File: src/rtl/pinned_lru_buffer_cache_macros.svh
// ----------------------------------------------------------------------------
// pinned lru buffer cache assertion macros
// shared concurrent assertion forms, compiled out when SYNTH is defined
// ----------------------------------------------------------------------------
`ifndef PINNED_LRU_BUFFER_CACHE_MACROS_SVH
`define PINNED_LRU_BUFFER_CACHE_MACROS_SVH

`ifndef SYNTH
// condition holds at every edge outside reset
`define PLC_ASSERT_ALWAYS(lbl, clk, rst, cond) \
  lbl: assert property (@(posedge clk) disable iff (rst) (cond)) \
    else $error("invariant violated");
// consequence holds in the cycle after the antecedent
`define PLC_ASSERT_NEXT(lbl, clk, rst, ante, cons) \
  lbl: assert property (@(posedge clk) disable iff (rst) (ante) |=> (cons)) \
    else $error("sequence violated");
`else
`define PLC_ASSERT_ALWAYS(lbl, clk, rst, cond)
`define PLC_ASSERT_NEXT(lbl, clk, rst, ante, cons)
`endif

`endif

File: src/rtl/plc_pkg.sv
// ----------------------------------------------------------------------------
// plc_pkg
// codes, selectors and controller/datapath interface structs
// ----------------------------------------------------------------------------
package plc_pkg;

  // request modes
  localparam logic [2:0] MODE_GET       = 3'd0;
  localparam logic [2:0] MODE_UNPIN     = 3'd1;
  localparam logic [2:0] MODE_DIRTY     = 3'd2;
  localparam logic [2:0] MODE_SYNC_PAGE = 3'd3;
  localparam logic [2:0] MODE_SYNC_ALL  = 3'd4;
  localparam logic [2:0] MODE_FLUSH     = 3'd5;

  // result kinds
  localparam logic [1:0] KIND_READ  = 2'd0;
  localparam logic [1:0] KIND_WRITE = 2'd1;
  localparam logic [1:0] KIND_FINAL = 2'd2;

  // status codes
  localparam logic [1:0] ST_OK    = 2'd0;
  localparam logic [1:0] ST_RANGE = 2'd1;
  localparam logic [1:0] ST_MISS  = 2'd2;
  localparam logic [1:0] ST_FULL  = 2'd3;

  // register map
  localparam int ADDR_W = 4;
  localparam logic [1:0] REG_TOTAL = 2'd0;
  localparam logic [1:0] REG_SCAN  = 2'd1;
  localparam logic [1:0] REG_EVICT = 2'd2;

  localparam logic [31:0] TOTAL_RESET = 32'hFFFF_FFFF;
  localparam logic [4:0]  SCAN_RESET  = 5'd16;
  localparam logic [4:0]  EVICT_RESET = 5'd4;

  typedef enum logic [1:0] {
    SEC_REQ   = 2'd0,
    SEC_RDATA = 2'd1,
    SEC_ZERO  = 2'd2,
    SEC_HELD  = 2'd3
  } sec_sel_t;

  typedef enum logic [1:0] {
    SLOT_ZERO = 2'd0,
    SLOT_CUR  = 2'd1,
    SLOT_HELD = 2'd2
  } slot_sel_t;

  typedef struct packed {
    logic      start;
    logic      walk_clr;
    logic      rd_issue;
    logic      pos_inc;
    logic      pin_inc;
    logic      pin_dec;
    logic      dirty_set;
    logic      dirty_clr;
    logic      promote;
    logic      clean_step;
    logic      insert;
    logic      set_stale;
    logic      hold_write;
    logic      emit;
    logic [1:0] emit_kind;
    sec_sel_t  emit_sec;
    slot_sel_t emit_slot;
    logic [1:0] emit_status;
    logic      emit_last;
  } cmd_t;

  typedef struct packed {
    logic       out_free;
    logic       pos_end;
    logic       range_bad;
    logic       match;
    logic       cur_dirty;
    logic       stale_rd;
    logic       full;
    logic       clean_go;
    logic       stale;
    logic       held_valid;
    logic [2:0] req_mode;
  } sts_t;

endpackage

File: src/rtl/pinned_lru_buffer_cache.sv
// Operation: a get walks the recency order to find its sector; a full miss adds
// a bounded cleanup scan; sync all and flush walk every entry, and flush then
// purges the unpinned entries when no dirty entry was stale.
// Requests: one at a time, accepted only while the sequencer is idle.
// Reset: synchronous, clears the table and recency order at once, no clearing pass.
// ----------------------------------------------------------------------------
// pinned_lru_buffer_cache
// metadata engine of a sector buffer cache with pin counts and lru order
// ----------------------------------------------------------------------------
module pinned_lru_buffer_cache #(
  parameter int CAPACITY = 16,
  parameter int PIN_BITS = 16
) (
  input  logic                       clk,
  input  logic                       rst,
  input  logic                       psel,
  input  logic                       penable,
  input  logic                       pwrite,
  input  logic [plc_pkg::ADDR_W-1:0] paddr,
  input  logic [31:0]                pwdata,
  output logic [31:0]                prdata,
  output logic                       pready,
  input  logic                       in_valid,
  output logic                       in_ready,
  input  logic [2:0]                 mode,
  input  logic [31:0]                sector,
  output logic                       out_valid,
  input  logic                       out_ready,
  output logic [1:0]                 kind,
  output logic [31:0]                sector_out,
  output logic [3:0]                 slot,
  output logic [1:0]                 status,
  output logic                       last
);
  import plc_pkg::*;

  logic [31:0] sector_limit;
  logic [4:0]  scan_limit, evict_limit;
  cmd_t        cmd;
  sts_t        sts;

  // configuration registers
  plc_regs u_regs (
    .clk          (clk),
    .rst          (rst),
    .psel         (psel),
    .penable      (penable),
    .pwrite       (pwrite),
    .paddr        (paddr),
    .pwdata       (pwdata),
    .prdata       (prdata),
    .pready       (pready),
    .sector_limit (sector_limit),
    .scan_limit   (scan_limit),
    .evict_limit  (evict_limit)
  );

  // sequencer
  plc_ctrl u_ctrl (
    .clk      (clk),
    .rst      (rst),
    .in_valid (in_valid),
    .in_ready (in_ready),
    .sts      (sts),
    .cmd      (cmd)
  );

  // table and result path
  plc_datapath #(
    .CAPACITY (CAPACITY),
    .PIN_BITS (PIN_BITS)
  ) u_datapath (
    .clk          (clk),
    .rst          (rst),
    .cmd          (cmd),
    .sts          (sts),
    .in_mode      (mode),
    .in_sector    (sector),
    .sector_limit (sector_limit),
    .scan_limit   (scan_limit),
    .evict_limit  (evict_limit),
    .out_valid    (out_valid),
    .out_ready    (out_ready),
    .kind         (kind),
    .sector_out   (sector_out),
    .slot         (slot),
    .status       (status),
    .last         (last)
  );

endmodule

File: src/rtl/plc_ram.sv
// ----------------------------------------------------------------------------
// plc_ram
// generic simple dual port ram, one write and one registered read port
// ----------------------------------------------------------------------------
module plc_ram #(
  parameter int WIDTH = 32,
  parameter int DEPTH = 16
) (
  input  logic                     clk,
  input  logic                     wr_en,
  input  logic [$clog2(DEPTH)-1:0] wr_addr,
  input  logic [WIDTH-1:0]         wr_data,
  input  logic                     rd_en,
  input  logic [$clog2(DEPTH)-1:0] rd_addr,
  output logic [WIDTH-1:0]         rd_data
);

  logic [WIDTH-1:0] mem [DEPTH];

  // write port
  always_ff @(posedge clk) begin
    if (wr_en) begin
      mem[wr_addr] <= wr_data;
    end
  end

  // registered read port
  always_ff @(posedge clk) begin
    if (rd_en) begin
      rd_data <= mem[rd_addr];
    end
  end

endmodule

File: src/rtl/plc_regs.sv
// ----------------------------------------------------------------------------
// plc_regs
// apb configuration registers: sector bound, scan and evict limits
// ----------------------------------------------------------------------------
module plc_regs (
  input  logic                      clk,
  input  logic                      rst,
  input  logic                      psel,
  input  logic                      penable,
  input  logic                      pwrite,
  input  logic [plc_pkg::ADDR_W-1:0] paddr,
  input  logic [31:0]               pwdata,
  output logic [31:0]               prdata,
  output logic                      pready,
  output logic [31:0]               sector_limit,
  output logic [4:0]                scan_limit,
  output logic [4:0]                evict_limit
);
  import plc_pkg::*;

  logic       wr;
  logic [1:0] idx;

  assign pready = 1'b1;
  assign wr     = psel & penable & pwrite;
  assign idx    = paddr[3:2];

  // register writes
  always_ff @(posedge clk) begin
    if (rst) begin
      sector_limit <= TOTAL_RESET;
      scan_limit   <= SCAN_RESET;
      evict_limit  <= EVICT_RESET;
    end else if (wr) begin
      case (idx)
        REG_TOTAL: sector_limit <= pwdata;
        REG_SCAN:  scan_limit   <= pwdata[4:0];
        REG_EVICT: evict_limit  <= pwdata[4:0];
        default: ;
      endcase
    end
  end

  // read mux
  always_comb begin
    case (idx)
      REG_TOTAL: prdata = sector_limit;
      REG_SCAN:  prdata = {27'd0, scan_limit};
      REG_EVICT: prdata = {27'd0, evict_limit};
      default:   prdata = 32'd0;
    endcase
  end

endmodule

File: src/rtl/plc_datapath.sv
// ----------------------------------------------------------------------------
// plc_datapath
// entry table, recency order, sector ram, walk counters and result register
// ----------------------------------------------------------------------------
`include "pinned_lru_buffer_cache_macros.svh"

module plc_datapath #(
  parameter int CAPACITY = 16,
  parameter int PIN_BITS = 16
) (
  input  logic          clk,
  input  logic          rst,
  input  plc_pkg::cmd_t cmd,
  output plc_pkg::sts_t sts,
  input  logic [2:0]    in_mode,
  input  logic [31:0]   in_sector,
  input  logic [31:0]   sector_limit,
  input  logic [4:0]    scan_limit,
  input  logic [4:0]    evict_limit,
  output logic          out_valid,
  input  logic          out_ready,
  output logic [1:0]    kind,
  output logic [31:0]   sector_out,
  output logic [3:0]    slot,
  output logic [1:0]    status,
  output logic          last
);
  import plc_pkg::*;

  localparam int SLOT_W = $clog2(CAPACITY);
  localparam int CNT_W  = $clog2(CAPACITY + 1);
  localparam int LIM_W  = (CNT_W > 5) ? CNT_W : 5;

  logic [SLOT_W-1:0]   rank      [CAPACITY];
  logic [SLOT_W-1:0]   rank_next [CAPACITY];
  logic [CAPACITY-1:0] valid, dirty;
  logic [PIN_BITS-1:0] pins [CAPACITY];
  logic [CNT_W-1:0]    count, pos, seen, gone;
  logic [SLOT_W-1:0]   cur, held_slot;
  logic [31:0]         held_sector, req_sector;
  logic [2:0]          req_mode;
  logic                stale, held_valid;

  logic [SLOT_W-1:0]   pos_idx, cnt_idx, pos_slot, cnt_slot, shift_at;
  logic [31:0]         rdata;
  logic                pos_pins_zero, evict_now, flush_mode;
  logic [LIM_W-1:0]    lim_examine, lim_evict;

  assign pos_idx       = pos[SLOT_W-1:0];
  assign cnt_idx       = count[SLOT_W-1:0];
  assign pos_slot      = rank[pos_idx];
  assign cnt_slot      = rank[cnt_idx];
  assign pos_pins_zero = (pins[pos_slot] == '0);
  assign evict_now     = cmd.clean_step & pos_pins_zero;
  assign flush_mode    = (req_mode == MODE_FLUSH);
  assign lim_examine   = flush_mode ? LIM_W'(CAPACITY) : LIM_W'(scan_limit);
  assign lim_evict     = flush_mode ? LIM_W'(CAPACITY) : LIM_W'(evict_limit);

  // sector store
  plc_ram #(
    .WIDTH(32),
    .DEPTH(CAPACITY)
  ) u_sector_ram (
    .clk     (clk),
    .wr_en   (cmd.insert),
    .wr_addr (cnt_slot),
    .wr_data (req_sector),
    .rd_en   (cmd.rd_issue),
    .rd_addr (pos_slot),
    .rd_data (rdata)
  );

  // status toward the controller
  always_comb begin
    sts.out_free   = ~out_valid | out_ready;
    sts.pos_end    = (pos >= count);
    sts.range_bad  = (req_sector >= sector_limit);
    sts.match      = valid[cur] & (rdata == req_sector);
    sts.cur_dirty  = valid[cur] & dirty[cur];
    sts.stale_rd   = (rdata >= sector_limit);
    sts.full       = (count == CNT_W'(CAPACITY));
    sts.clean_go   = (pos < count) && (LIM_W'(seen) < lim_examine) &&
                     (LIM_W'(gone) < lim_evict);
    sts.stale      = stale;
    sts.held_valid = held_valid;
    sts.req_mode   = req_mode;
  end

  // recency order: move to front, or close the gap of an evicted position
  assign shift_at = cmd.insert ? cnt_idx : pos_idx;
  always_comb begin
    for (int i = 0; i < CAPACITY; i++) begin
      rank_next[i] = rank[i];
    end
    if (cmd.promote || cmd.insert) begin
      rank_next[0] = rank[shift_at];
      for (int i = 1; i < CAPACITY; i++) begin
        if (SLOT_W'(i) <= shift_at) begin
          rank_next[i] = rank[i-1];
        end
      end
    end else if (evict_now) begin
      for (int i = 0; i < CAPACITY - 1; i++) begin
        if (SLOT_W'(i) >= pos_idx) begin
          rank_next[i] = rank[i+1];
        end
      end
      rank_next[CAPACITY-1] = pos_slot;
    end
  end

  always_ff @(posedge clk) begin
    if (rst) begin
      for (int i = 0; i < CAPACITY; i++) begin
        rank[i] <= SLOT_W'(i);
      end
    end else begin
      rank <= rank_next;
    end
  end

  // entry flags, pin counts and fill count
  always_ff @(posedge clk) begin
    if (rst) begin
      valid <= '0;
      dirty <= '0;
      count <= '0;
      for (int i = 0; i < CAPACITY; i++) begin
        pins[i] <= '0;
      end
    end else begin
      if (evict_now) begin
        valid[pos_slot] <= 1'b0;
        dirty[pos_slot] <= 1'b0;
        pins[pos_slot]  <= '0;
        count           <= CNT_W'(count - 1'b1);
      end
      if (cmd.insert) begin
        valid[cnt_slot] <= 1'b1;
        dirty[cnt_slot] <= 1'b0;
        pins[cnt_slot]  <= PIN_BITS'(1);
        count           <= CNT_W'(count + 1'b1);
      end
      if (cmd.pin_inc && pins[cur] != '1) begin
        pins[cur] <= PIN_BITS'(pins[cur] + 1'b1);
      end
      if (cmd.pin_dec && pins[cur] != '0) begin
        pins[cur] <= PIN_BITS'(pins[cur] - 1'b1);
      end
      if (cmd.dirty_set) begin
        dirty[cur] <= 1'b1;
      end
      if (cmd.dirty_clr) begin
        dirty[cur] <= 1'b0;
      end
    end
  end

  // walk counters
  always_ff @(posedge clk) begin
    if (rst) begin
      pos  <= '0;
      seen <= '0;
      gone <= '0;
    end else if (cmd.start || cmd.walk_clr) begin
      pos  <= '0;
      seen <= '0;
      gone <= '0;
    end else if (cmd.clean_step) begin
      seen <= CNT_W'(seen + 1'b1);
      if (pos_pins_zero) begin
        gone <= CNT_W'(gone + 1'b1);
      end else begin
        pos <= CNT_W'(pos + 1'b1);
      end
    end else if (cmd.pos_inc) begin
      pos <= CNT_W'(pos + 1'b1);
    end
  end

  // request and walk flags
  always_ff @(posedge clk) begin
    if (rst) begin
      stale      <= 1'b0;
      held_valid <= 1'b0;
      req_mode   <= MODE_GET;
    end else if (cmd.start) begin
      stale      <= 1'b0;
      held_valid <= 1'b0;
      req_mode   <= in_mode;
    end else begin
      if (cmd.set_stale) begin
        stale <= 1'b1;
      end
      if (cmd.hold_write) begin
        held_valid <= 1'b1;
      end
    end
  end

  // payload registers
  always_ff @(posedge clk) begin
    if (cmd.start) begin
      req_sector <= in_sector;
    end
    if (cmd.rd_issue) begin
      cur <= pos_slot;
    end else if (cmd.insert) begin
      cur <= cnt_slot;
    end
    if (cmd.hold_write) begin
      held_sector <= rdata;
      held_slot   <= cur;
    end
  end

  // result register
  always_ff @(posedge clk) begin
    if (rst) begin
      out_valid <= 1'b0;
    end else if (cmd.emit) begin
      out_valid <= 1'b1;
    end else if (out_ready) begin
      out_valid <= 1'b0;
    end
  end

  always_ff @(posedge clk) begin
    if (cmd.emit) begin
      kind   <= cmd.emit_kind;
      status <= cmd.emit_status;
      last   <= cmd.emit_last;
      case (cmd.emit_sec)
        SEC_REQ:   sector_out <= req_sector;
        SEC_RDATA: sector_out <= rdata;
        SEC_HELD:  sector_out <= held_sector;
        default:   sector_out <= 32'd0;
      endcase
      case (cmd.emit_slot)
        SLOT_CUR:  slot <= 4'(cur);
        SLOT_HELD: slot <= 4'(held_slot);
        default:   slot <= 4'd0;
      endcase
    end
  end

  // table invariants
  `PLC_ASSERT_ALWAYS(a_count_bound, clk, rst, count <= CNT_W'(CAPACITY))
  `PLC_ASSERT_ALWAYS(a_valid_count, clk, rst, $countones(valid) == int'(count))
  `PLC_ASSERT_ALWAYS(a_dirty_valid, clk, rst, (dirty & ~valid) == '0)
  `PLC_ASSERT_NEXT(a_insert_grow, clk, rst, cmd.insert, count == CNT_W'($past(count) + 1'b1))

endmodule

File: src/rtl/plc_ctrl.sv
// ----------------------------------------------------------------------------
// plc_ctrl
// request sequencer: lookup walk, cleanup scan, sync walk and result emission
// ----------------------------------------------------------------------------
module plc_ctrl (
  input  logic          clk,
  input  logic          rst,
  input  logic          in_valid,
  output logic          in_ready,
  input  plc_pkg::sts_t sts,
  output plc_pkg::cmd_t cmd
);
  import plc_pkg::*;

  typedef enum logic [12:0] {
    S_IDLE      = 13'b0000000000001,
    S_DECODE    = 13'b0000000000010,
    S_FIND_RD   = 13'b0000000000100,
    S_FIND_CMP  = 13'b0000000001000,
    S_HIT       = 13'b0000000010000,
    S_CLEAN     = 13'b0000000100000,
    S_INSERT    = 13'b0000001000000,
    S_EMIT_READ = 13'b0000010000000,
    S_SYNC_RD   = 13'b0000100000000,
    S_SYNC_CMP  = 13'b0001000000000,
    S_PURGE     = 13'b0010000000000,
    S_FINAL     = 13'b0100000000000,
    S_EMIT_HELD = 13'b1000000000000
  } state_t;

  state_t     state, state_next;
  sec_sel_t   fin_sec, fin_sec_next;
  slot_sel_t  fin_slot, fin_slot_next;
  logic [1:0] fin_status, fin_status_next;

  assign in_ready = (state == S_IDLE);

  always_ff @(posedge clk) begin
    if (rst) begin
      state      <= S_IDLE;
      fin_sec    <= SEC_REQ;
      fin_slot   <= SLOT_ZERO;
      fin_status <= ST_OK;
    end else begin
      state      <= state_next;
      fin_sec    <= fin_sec_next;
      fin_slot   <= fin_slot_next;
      fin_status <= fin_status_next;
    end
  end

  // next state and commands
  always_comb begin
    state_next      = state;
    fin_sec_next    = fin_sec;
    fin_slot_next   = fin_slot;
    fin_status_next = fin_status;
    cmd             = '0;
    cmd.emit_sec    = SEC_REQ;
    cmd.emit_slot   = SLOT_ZERO;
    case (state)
      S_IDLE: begin
        if (in_valid) begin
          cmd.start  = 1'b1;
          state_next = S_DECODE;
        end
      end
      S_DECODE: begin
        fin_sec_next    = SEC_REQ;
        fin_slot_next   = SLOT_ZERO;
        fin_status_next = ST_OK;
        case (sts.req_mode)
          MODE_GET: begin
            if (sts.range_bad) begin
              fin_status_next = ST_RANGE;
              state_next      = S_FINAL;
            end else begin
              state_next = S_FIND_RD;
            end
          end
          MODE_UNPIN, MODE_DIRTY, MODE_SYNC_PAGE: state_next = S_FIND_RD;
          MODE_SYNC_ALL, MODE_FLUSH:              state_next = S_SYNC_RD;
          default:                                state_next = S_FINAL;
        endcase
      end
      // lookup walk, reading then comparing one table position at a time
      S_FIND_RD: begin
        if (sts.pos_end) begin
          if (sts.req_mode == MODE_GET) begin
            cmd.walk_clr = 1'b1;
            state_next   = sts.full ? S_CLEAN : S_INSERT;
          end else begin
            fin_status_next = ST_MISS;
            state_next      = S_FINAL;
          end
        end else begin
          cmd.rd_issue = 1'b1;
          state_next   = S_FIND_CMP;
        end
      end
      S_FIND_CMP: begin
        if (sts.match) begin
          state_next = S_HIT;
        end else begin
          cmd.pos_inc = 1'b1;
          state_next  = S_FIND_RD;
        end
      end
      S_HIT: begin
        fin_slot_next = SLOT_CUR;
        case (sts.req_mode)
          MODE_GET: begin
            cmd.pin_inc = 1'b1;
            cmd.promote = 1'b1;
            state_next  = S_FINAL;
          end
          MODE_UNPIN: begin
            cmd.pin_dec = 1'b1;
            state_next  = S_FINAL;
          end
          MODE_DIRTY: begin
            cmd.dirty_set = 1'b1;
            state_next    = S_FINAL;
          end
          default: begin
            // sync page writes a dirty in-range entry first
            if (!sts.cur_dirty) begin
              state_next = S_FINAL;
            end else if (sts.stale_rd) begin
              fin_status_next = ST_RANGE;
              state_next      = S_FINAL;
            end else if (sts.out_free) begin
              cmd.emit        = 1'b1;
              cmd.emit_kind   = KIND_WRITE;
              cmd.emit_slot   = SLOT_CUR;
              cmd.emit_status = ST_OK;
              cmd.dirty_clr   = 1'b1;
              state_next      = S_FINAL;
            end
          end
        endcase
      end
      // bounded cleanup scan on a full miss
      S_CLEAN: begin
        if (sts.clean_go) begin
          cmd.clean_step = 1'b1;
        end else if (sts.full) begin
          fin_status_next = ST_FULL;
          state_next      = S_FINAL;
        end else begin
          state_next = S_INSERT;
        end
      end
      S_INSERT: begin
        cmd.insert = 1'b1;
        state_next = S_EMIT_READ;
      end
      S_EMIT_READ: begin
        if (sts.out_free) begin
          cmd.emit        = 1'b1;
          cmd.emit_kind   = KIND_READ;
          cmd.emit_slot   = SLOT_CUR;
          cmd.emit_status = ST_OK;
          fin_slot_next   = SLOT_CUR;
          state_next      = S_FINAL;
        end
      end
      // sync walk over the table in recency order
      S_SYNC_RD: begin
        if (sts.pos_end) begin
          fin_sec_next = SEC_ZERO;
          if (sts.req_mode == MODE_SYNC_ALL) begin
            fin_status_next = sts.stale ? ST_RANGE : ST_OK;
            state_next      = S_FINAL;
          end else if (sts.stale) begin
            fin_status_next = ST_RANGE;
            state_next      = S_FINAL;
          end else begin
            cmd.walk_clr = 1'b1;
            state_next   = S_PURGE;
          end
        end else begin
          cmd.rd_issue = 1'b1;
          state_next   = S_SYNC_CMP;
        end
      end
      S_SYNC_CMP: begin
        if (!sts.cur_dirty) begin
          cmd.pos_inc = 1'b1;
          state_next  = S_SYNC_RD;
        end else if (sts.stale_rd) begin
          cmd.set_stale = 1'b1;
          cmd.pos_inc   = 1'b1;
          state_next    = S_SYNC_RD;
        end else if (sts.req_mode == MODE_SYNC_ALL && !sts.held_valid) begin
          // sync all sends its first write after the final status
          cmd.hold_write = 1'b1;
          cmd.dirty_clr  = 1'b1;
          cmd.pos_inc    = 1'b1;
          state_next     = S_SYNC_RD;
        end else if (sts.out_free) begin
          cmd.emit        = 1'b1;
          cmd.emit_kind   = KIND_WRITE;
          cmd.emit_sec    = SEC_RDATA;
          cmd.emit_slot   = SLOT_CUR;
          cmd.emit_status = ST_OK;
          cmd.dirty_clr   = 1'b1;
          cmd.pos_inc     = 1'b1;
          state_next      = S_SYNC_RD;
        end
      end
      // flush evicts every unpinned entry
      S_PURGE: begin
        if (sts.clean_go) begin
          cmd.clean_step = 1'b1;
        end else begin
          fin_status_next = ST_OK;
          state_next      = S_FINAL;
        end
      end
      S_FINAL: begin
        if (sts.out_free) begin
          cmd.emit        = 1'b1;
          cmd.emit_kind   = KIND_FINAL;
          cmd.emit_sec    = fin_sec;
          cmd.emit_slot   = fin_slot;
          cmd.emit_status = fin_status;
          cmd.emit_last   = 1'b1;
          if (sts.req_mode == MODE_SYNC_ALL && sts.held_valid) begin
            state_next = S_EMIT_HELD;
          end else begin
            state_next = S_IDLE;
          end
        end
      end
      S_EMIT_HELD: begin
        if (sts.out_free) begin
          cmd.emit        = 1'b1;
          cmd.emit_kind   = KIND_WRITE;
          cmd.emit_sec    = SEC_HELD;
          cmd.emit_slot   = SLOT_HELD;
          cmd.emit_status = ST_OK;
          state_next      = S_IDLE;
        end
      end
      default: state_next = S_IDLE;
    endcase
  end

endmodule

File: config.mk
export PLATFORM = sky130hd
export DESIGN_NAME = pinned_lru_buffer_cache
export DESIGN_NICKNAME = d
export VERILOG_FILES = /design/src/rtl/plc_pkg.sv /design/src/rtl/pinned_lru_buffer_cache.sv /design/src/rtl/plc_ram.sv /design/src/rtl/plc_regs.sv /design/src/rtl/plc_datapath.sv /design/src/rtl/plc_ctrl.sv
export VERILOG_INCLUDE_DIRS = /design/src /design/src/rtl
export SDC_FILE = /design/constraint.sdc
export NUM_CORES = 2
export LEC_CHECK = 0
export BUFFER_PORTS_ARGS = -buffer_cell sky130_fd_sc_hd__buf_2
export CORE_UTILIZATION = 53
export DETAILED_ROUTE_END_ITERATION = 6
export PLACE_DENSITY = 0.7
export SLEW_MARGIN = 20
export SYNTH_ARGS = -nofsm -noshare
export SYNTH_HDL_FRONTEND = slang
export SYNTH_SLANG_ARGS = --single-unit
File: constraint.sdc
create_clock -name clk -period 9.7 [get_ports clk]
set_input_delay 0 -clock clk [delete_from_list [all_inputs] [get_ports clk]]
set_output_delay 0 -clock clk [all_outputs]
set_load 0.01 [all_outputs]
# After elaboration in Yosys (flattened, before gate mapping)
# Memories as Yosys holds them, arrays and structs flattened. A register that Yosys moved wholly into a read port is not among the register bits.
# Cells that the tools add are included.
totals:
  out_inout_bits: 76
  reg_bits: 296
  mem_bits_rw: 768
  wordCells: 443
  n_memories: 2
memory_table:
  columns: ["memory", "depth", "width", "read_ports", "rd_ports_with_merged_regs", "wr", "line_no", "text"]
  rows:
  - ["u_datapath.u_sector_ram.mem", 16, 32, 1, 1, 1, "plc_ram.sv:18", "logic [WIDTH-1:0] mem [DEPTH];"]
  - ["u_datapath.pins", 16, 16, 2, 1, 16, "plc_datapath.sv:37", "logic [PIN_BITS-1:0] pins [CAPACITY];"]
classes:
  n_reduce_logical: 74
  add_sub_neg: 7
  magnitude_cmp: 45
  mux: 195
  bitwise: 20
  n_eq_ne: 58
ops:
  columns: ["op", "n"]
  rows:
  - ["$mux 16", 14]
  - ["$mux 13", 16]
  - ["$pmux 32 s3", 2]
  - ["$mux 4", 46]
  - ["$pmux 13 s13", 1]
  - ["$mux 64", 2]
  - ["$and 16x16->16", 4]
  - ["$ge 32x32->1", 2]
  - ["$mux 12", 5]
  - ["$ne 2x2->1 const B", 27]
  - ["$mux 1", 53]
  - ["$bmux 4 s4", 3]
  - ["$not 16->16", 3]
  - ["$reduce_or 16->1", 3]
  - ["$reduce_and 3->1", 14]
  - ["$reduce_bool 2->1", 21]
  - ["$mux 5", 8]
  - ["$pmux 12 s3", 1]
  - ["$eq 32x32->1", 1]
  - ["$le 4x4->1 const A", 8]
  - ["$or 16x16->16", 2]
  - ["$mux 2", 15]
  - ["$ge 4x4->1 const A", 7]
  - ["$mux 9", 3]
  - ["other kinds (69)", 138]

# Depth between registers and ports, before layout
depth:
  word_depth: 20
  depth_mapped: 21

# Hierarchy
# From an unflattened synthesis, not the netlist that was laid out.
hier_totals:
  hier_cells: 3681
  area_unflattened_um2: 50860.0
modules_own_cells:
  columns: ["mod", "cells_each", "n_inst", "area_each_um2"]
  rows:
  - ["plc_datapath", 2404, 1, 27028.4]
  - ["plc_ram", 838, 1, 20155.6]
  - ["plc_regs", 229, 1, 2050.7]
  - ["plc_ctrl", 210, 1, 1625.3]

# Worst setup path after synthesis
# No wires, ideal clock.
synth_path:
  kind: "flip-flop to flip-flop"
  start: "register u_datapath.u_sector_ram.rd_data[9] (read register of u_datapath.u_sector_ram.mem)"
  end: "register u_datapath.held_sector[0] (enable)"
  required_time_ns: 9.180
  path_buffers: 0
  setup_time_ns: 0.520
  arrival_ns: 5.350
  path_slack_ns: 3.830
  path_stages_with_launch: 8
  path_cell_list: "edfxtp_1 -> ha_1 -> a211oi_1 -> o21ai_0 -> a221o_1 -> a211oi_1 -> o211ai_1 -> nor4_1"
synth_lines:
  columns: ["item", "line_no", "text"]
  rows:
  - ["from (decl)", "plc_ram.sv:15", "output logic [WIDTH-1:0] rd_data"]
  - ["to (signal assigned)", "plc_datapath.sv:212", "held_sector <= rdata;"]
  - ["to (decl)", "plc_datapath.sv:40", "logic [31:0] held_sector, req_sector;"]

==> results.md <==
Outcome:
- The run finished, with violations left.
- The final reports fail on design-rule violations.

Synth:
- Of the post-synthesis cell area, the dominant cell type holds 0.528.
- The synthesized design contains 1098 register bits.
- Synthesis produced a netlist whose cell count is 4516.
- The number of nets produced by synthesis is 4697.
- For this run, the leading register cell type out of synthesis is sky130_fd_sc_hd__edfxtp_1.
- Counting instances in the post-synthesis netlist gives the leading cell types as sky130_fd_sc_hd__edfxtp_1, sky130_fd_sc_hd__nand2_1, sky130_fd_sc_hd__nor2_1, sky130_fd_sc_hd__clkbuf_1, sky130_fd_sc_hd__dfxtp_1.
- The post-synth design cell area is 52000 um2.
- sky130_fd_sc_hd__edfxtp_1 is the most common cell in the netlist.
- For this run, the number of Yosys warnings is 0.
- By area the synthesized netlist is led by sky130_fd_sc_hd__edfxtp_1, sky130_fd_sc_hd__dfxtp_1, sky130_fd_sc_hd__nand2_1, sky130_fd_sc_hd__mux4_2, sky130_fd_sc_hd__nor2_1.
- The portion of the post-synthesis area used by sequential elements is 0.599.
- The async set-or-reset flop fraction in the synthesized netlist is 0.
- In this run, synthesis inferred 913 flip-flops with an integrated enable.
- The average instance in the mapped netlist occupies 11.5 um2.
- The cell type contributing the most total cell area after synthesis is sky130_fd_sc_hd__edfxtp_1.
- The number of unique standard cell types used by synthesis is 103.

Clocking:
- After clock tree synthesis, the flow added hold-fix buffers numbering 101.
- After clock tree synthesis, the setup repair step added 0 buffers.
- Clock-pin slew was measured on the worst setup and hold paths at 60 ps.
- In this run, CTS created clock tree buffers numbering 110.
- The depth of the CTS H-tree is 3.
- TritonCTS built the clock tree.
- The largest buffer count on any clock path is 3.
- In this run, post-CTS repair resized a total of 0 instances.
- The clock sink total is 1098.
- In this run the clock root is driven by a sky130_fd_sc_hd__clkbuf_16.
- At the later pin of the worst-skew pair, clock insertion delay measures 730 ps.

Final layout:
- The net count of the finished layout is 4848.
- The area used by multi-input combinational logic is 19400 um2.
- The share of the core filled with cells in the final layout is 0.605.
- The synthesis-to-layout area growth is 12.9%.
- The number of diodes is 0.
- The register cell area after layout is 31100 um2.
- The number of fill cells is 7546.
- In the final layout, the share of cells above drive strength 1 is 0.134.

Global routing:
- For met1 alone, demand over resource in global routing was 0.432.
- The number of antenna violations at the first check in global routing is 0.
- Global routing finished with a remaining overflow of 0.
- The met2 usage in global routing is 0.485.
- The first global-routing pass estimated 235 mm of wire.
- The layer carrying the most global-route usage is met2.
- Entering global routing, the biggest net connects 81 pins.
- For met3 alone, demand over resource in global routing was 0.0612.
- The combined global-route utilization of all metal layers is 0.315.
- The number of global-route vias before repair is 37.1k.

Routing:
- In the routed design, unresolved DRC markers number 1.
- After detailed routing, the average wire length per cell comes to 26.2 um.
- The overall via count from detail_route is 38.8k.
- The detailed-route vias per instance is 6.43.
- The number of nets still failing antenna checks after routing is 0.
- The first TritonRoute pass finished after 7 iterations.
- Summed over all layers, the routed wires come to 158 mm.
- For this block, the initial DRC count from the detailed router was 4830.

Timing:
- For the pin with the worst max-slew slack, the measured transition is 1220 ps.
- The clock tree skew after final layout is 60.4 ps.
- Setup violations remaining at the end of the flow were counted as 0.
- The number of failing hold endpoints at the final stage is 0.
- The maximum clock frequency is 0.132 GHz.
- Setup repair after global routing left no endpoint under its margin.
- Summed over all failing endpoints, the final setup total negative slack is 0 ps.
- The relative max-transition margin is 0.187.
- Counting I/O delays and the setup requirement, the final critical path takes 7590 ps.
- Of the available clock period, the critical path in the final layout requires 0.783.
- The final max-slew violation count is 0.

Floorplanning:
- After floorplanning, the core was divided into 114 placement rows.
- The die area is 99300 um2.
- The die width is 315 um.
- The core region area is 96900 um2.
- For this configuration, the core starts out at a cell density of 0.536.
- The floorplan die height is 315 um.
- The number of top-level pins is 154.

Pwr:
- The total leakage power is 0.0211 uW.
- The maximum VDD drop is 0.159 mV.
- In this run the power density over the cells is 171 nW/um2.

Critical path:
- The maximum fanout encountered on the critical timing path is 49.
- The worst register-to-register path has a setup slack of 2110 ps.
- The endpoint of the worst-slack reg-to-reg timing path is u_datapath.pins[8][14].
- The cell with the largest stage delay on the worst path is sky130_fd_sc_hd__dfxtp_4.
- The number of cells on the worst reg-to-reg path is 17.
- The data required time of the worst path is 10090 ps.
- The worst setup path is launched from a flop.
- The largest single stage delay on the critical path is 990 ps.
- The path type of the worst setup path is flop to flop.
- STA classifies the critical path endpoint as a flop.
- STA puts the critical path data arrival time at 7980 ps.
- The signal on the critical path passes through buf_4 -> mux4_2 -> mux4_2 -> nor4_1 -> nand4_1 -> and4_1 -> fa_1 -> a21o_1 -> a21oi_1 -> o21bai_1 -> a21oi_1 -> o21bai_1 -> a211o_1 -> a2111oi_0 -> nor4_1 -> nor3_4 -> nor2_1.

Place:
- The final RePlAce weighted congestion is 0.963.
- Input and output buffers added on the ports amount to 150.
- Summed over all nets, the half-perimeter wirelength after detailed placement is 98.5 mm.

Run:
- The max-capacitance violation count is 0.

Hold path:
- In this run the most critical hold path is launched from sector[0].
- The count of cells along the worst hold path is 2.
- The endpoint of the worst hold-timing path is u_datapath.req_sector[0].
- The class of the worst hold path is primary input to flop.
## power by group
part	total (uW)	internal, uW	leakage, uW	switching, uW
Sequential	5300	5200	0.00994	100
Combinational	386	136	0.00933	249
Clock	4320	2470	0.00179	1850
Total	10000	7810	0.0211	2200
## cell usage in the layout, fill, tap and decap left out, types with 11 or more instances in the layout
cell / Yosys / final
sky130_fd_sc_hd__xor2_1: 41 / 40
sky130_fd_sc_hd__a21boi_1: 0 / 16
sky130_fd_sc_hd__nand4_1: 44 / 44
sky130_fd_sc_hd__a31oi_1: 44 / 44
sky130_fd_sc_hd__nand2_1: 872 / 871
sky130_fd_sc_hd__a311oi_1: 117 / 117
sky130_fd_sc_hd__a21oi_1: 140 / 138
sky130_fd_sc_hd__or4_1: 18 / 18
sky130_fd_sc_hd__nor2b_1: 29 / 29
sky130_fd_sc_hd__clkbuf_1: 234 / 22
sky130_fd_sc_hd__o21ai_0: 72 / 72
sky130_fd_sc_hd__nand3_1: 173 / 173
sky130_fd_sc_hd__clkinv_1: 1 / 20
sky130_fd_sc_hd__a22oi_1: 40 / 40
sky130_fd_sc_hd__inv_1: 86 / 73
sky130_fd_sc_hd__mux4_2: 119 / 119
sky130_fd_sc_hd__mux2_2: 34 / 34
sky130_fd_sc_hd__o211ai_1: 36 / 36
sky130_fd_sc_hd__edfxtp_1: 913 / 913
sky130_fd_sc_hd__nor2_1: 455 / 454
sky130_fd_sc_hd__a211oi_1: 13 / 12
sky130_fd_sc_hd__ha_1: 101 / 101
sky130_fd_sc_hd__mux2i_1: 92 / 90
sky130_fd_sc_hd__xnor2_1: 18 / 18
sky130_fd_sc_hd__dlygate4sd3_1: 0 / 101
sky130_fd_sc_hd__dfxtp_1: 185 / 182
sky130_fd_sc_hd__nor4_1: 58 / 56
sky130_fd_sc_hd__a21o_1: 24 / 24
sky130_fd_sc_hd__clkinv_2: 0 / 25
sky130_fd_sc_hd__nand2b_1: 30 / 30
sky130_fd_sc_hd__buf_4: 12 / 91
sky130_fd_sc_hd__and2_1: 16 / 11
sky130_fd_sc_hd__o21a_1: 32 / 31
sky130_fd_sc_hd__and3_1: 94 / 94
sky130_fd_sc_hd__clkbuf_16: 0 / 113
sky130_fd_sc_hd__o31ai_1: 14 / 14
sky130_fd_sc_hd__inv_2: 3 / 13
sky130_fd_sc_hd__or3_1: 28 / 28
sky130_fd_sc_hd__buf_2: 27 / 149
sky130_fd_sc_hd__nor3_1: 113 / 111
## worst max-delay path, delay by kind of cell (launching register included)
kind	cells	cell delay (ps)
muxes	2	1120
AOI/OAI and AO/OA	7	1880
and+or+nand+nor	6	2250
buffers and inverters	1	440
adders and majority gates	1	550
DFF	1	990
## routing by layer
layer	wire length, um	up-vias
li1	-	17000
met1	61000	19000
met2	72100	2360
met3	16600	405
met4	8200	0
met5	0	-
## flip-flops by register name, indices dropped and copies added (netlist names), 13 cells and up, named ones only
name and count:
u_datapath.u_sector_ram.mem 512, u_datapath.req_sector 32, u_datapath.held_sector 32, u_ctrl.state 13
u_datapath.rank 64, u_datapath.valid 16, u_regs.sector_limit 32, u_datapath.u_sector_ram.rd_data 32
u_datapath.sector_out 32, u_datapath.pins 256, u_datapath.dirty 16
## area by class of cell
class / count / share of cell area
multi-input cells: 3025 / 0.331
inverters: 90 / 0.00583
clock inverters: 61 / 0.0113
clock buffers: 143 / 0.0515
flip-flops and latches: 1098 / 0.531
repair buffers: 342 / 0.0420
well taps: 1276 / 0.0272
## how the worst max path moves through the flow
stage                                  startpoint                        end  slack (ps)  depth (start not counted)
6_report                                     flop     u_datapath.pins[8][14]        2110                         17
5_1_grt                                      flop     u_datapath.pins[1][14]        1660                         17
4_1_cts                                      flop     u_datapath.pins[8][14]        2120                         17
3_5_place_dp                                 flop     u_datapath.pins[8][14]        2140                         17
3_3_place_gp                                 flop    u_datapath.pins[12][14]        2260                         17
2_1_floorplan  u_datapath.u_sector_ram.rd_data[9]  u_datapath.held_sector[0]        3830                          7
## logic make-up (layout without fill, tap and decap cells)
kind of cell | count (synthesis) | in the layout | share of synthesized area
AND/OR/NAND/NOR | 1968 | 1968 | 0.168
flip-flops | 1098 | 1098 | 0.599
AO/OA/AOI/OAI | 648 | 648 | 0.0903
buffers and inverters | 393 | 636 | 0.0305
multiplexers | 246 | 246 | 0.0769
adder cells (fa/ha/maj) | 103 | 103 | 0.0251
XOR/XNOR | 59 | 59 | 0.00995
other | 1 | 1 | 0.0000722
## through the flow
step	power, uW	std cells	hold WS (ps)	instance area, um2	worst slack (ps)
floorplan	5550	4516	98.9	52000	3830
global placement	5730	5730	177	53900	2260
CTS	10000	6035	5.33	58600	2120
finish	10000	6035	31.2	58600	2110
detailed placement	5740	5730	179	53900	2140
global route	10200	6035	18.4	58600	1660
Power figures use the tool's default switching activity.
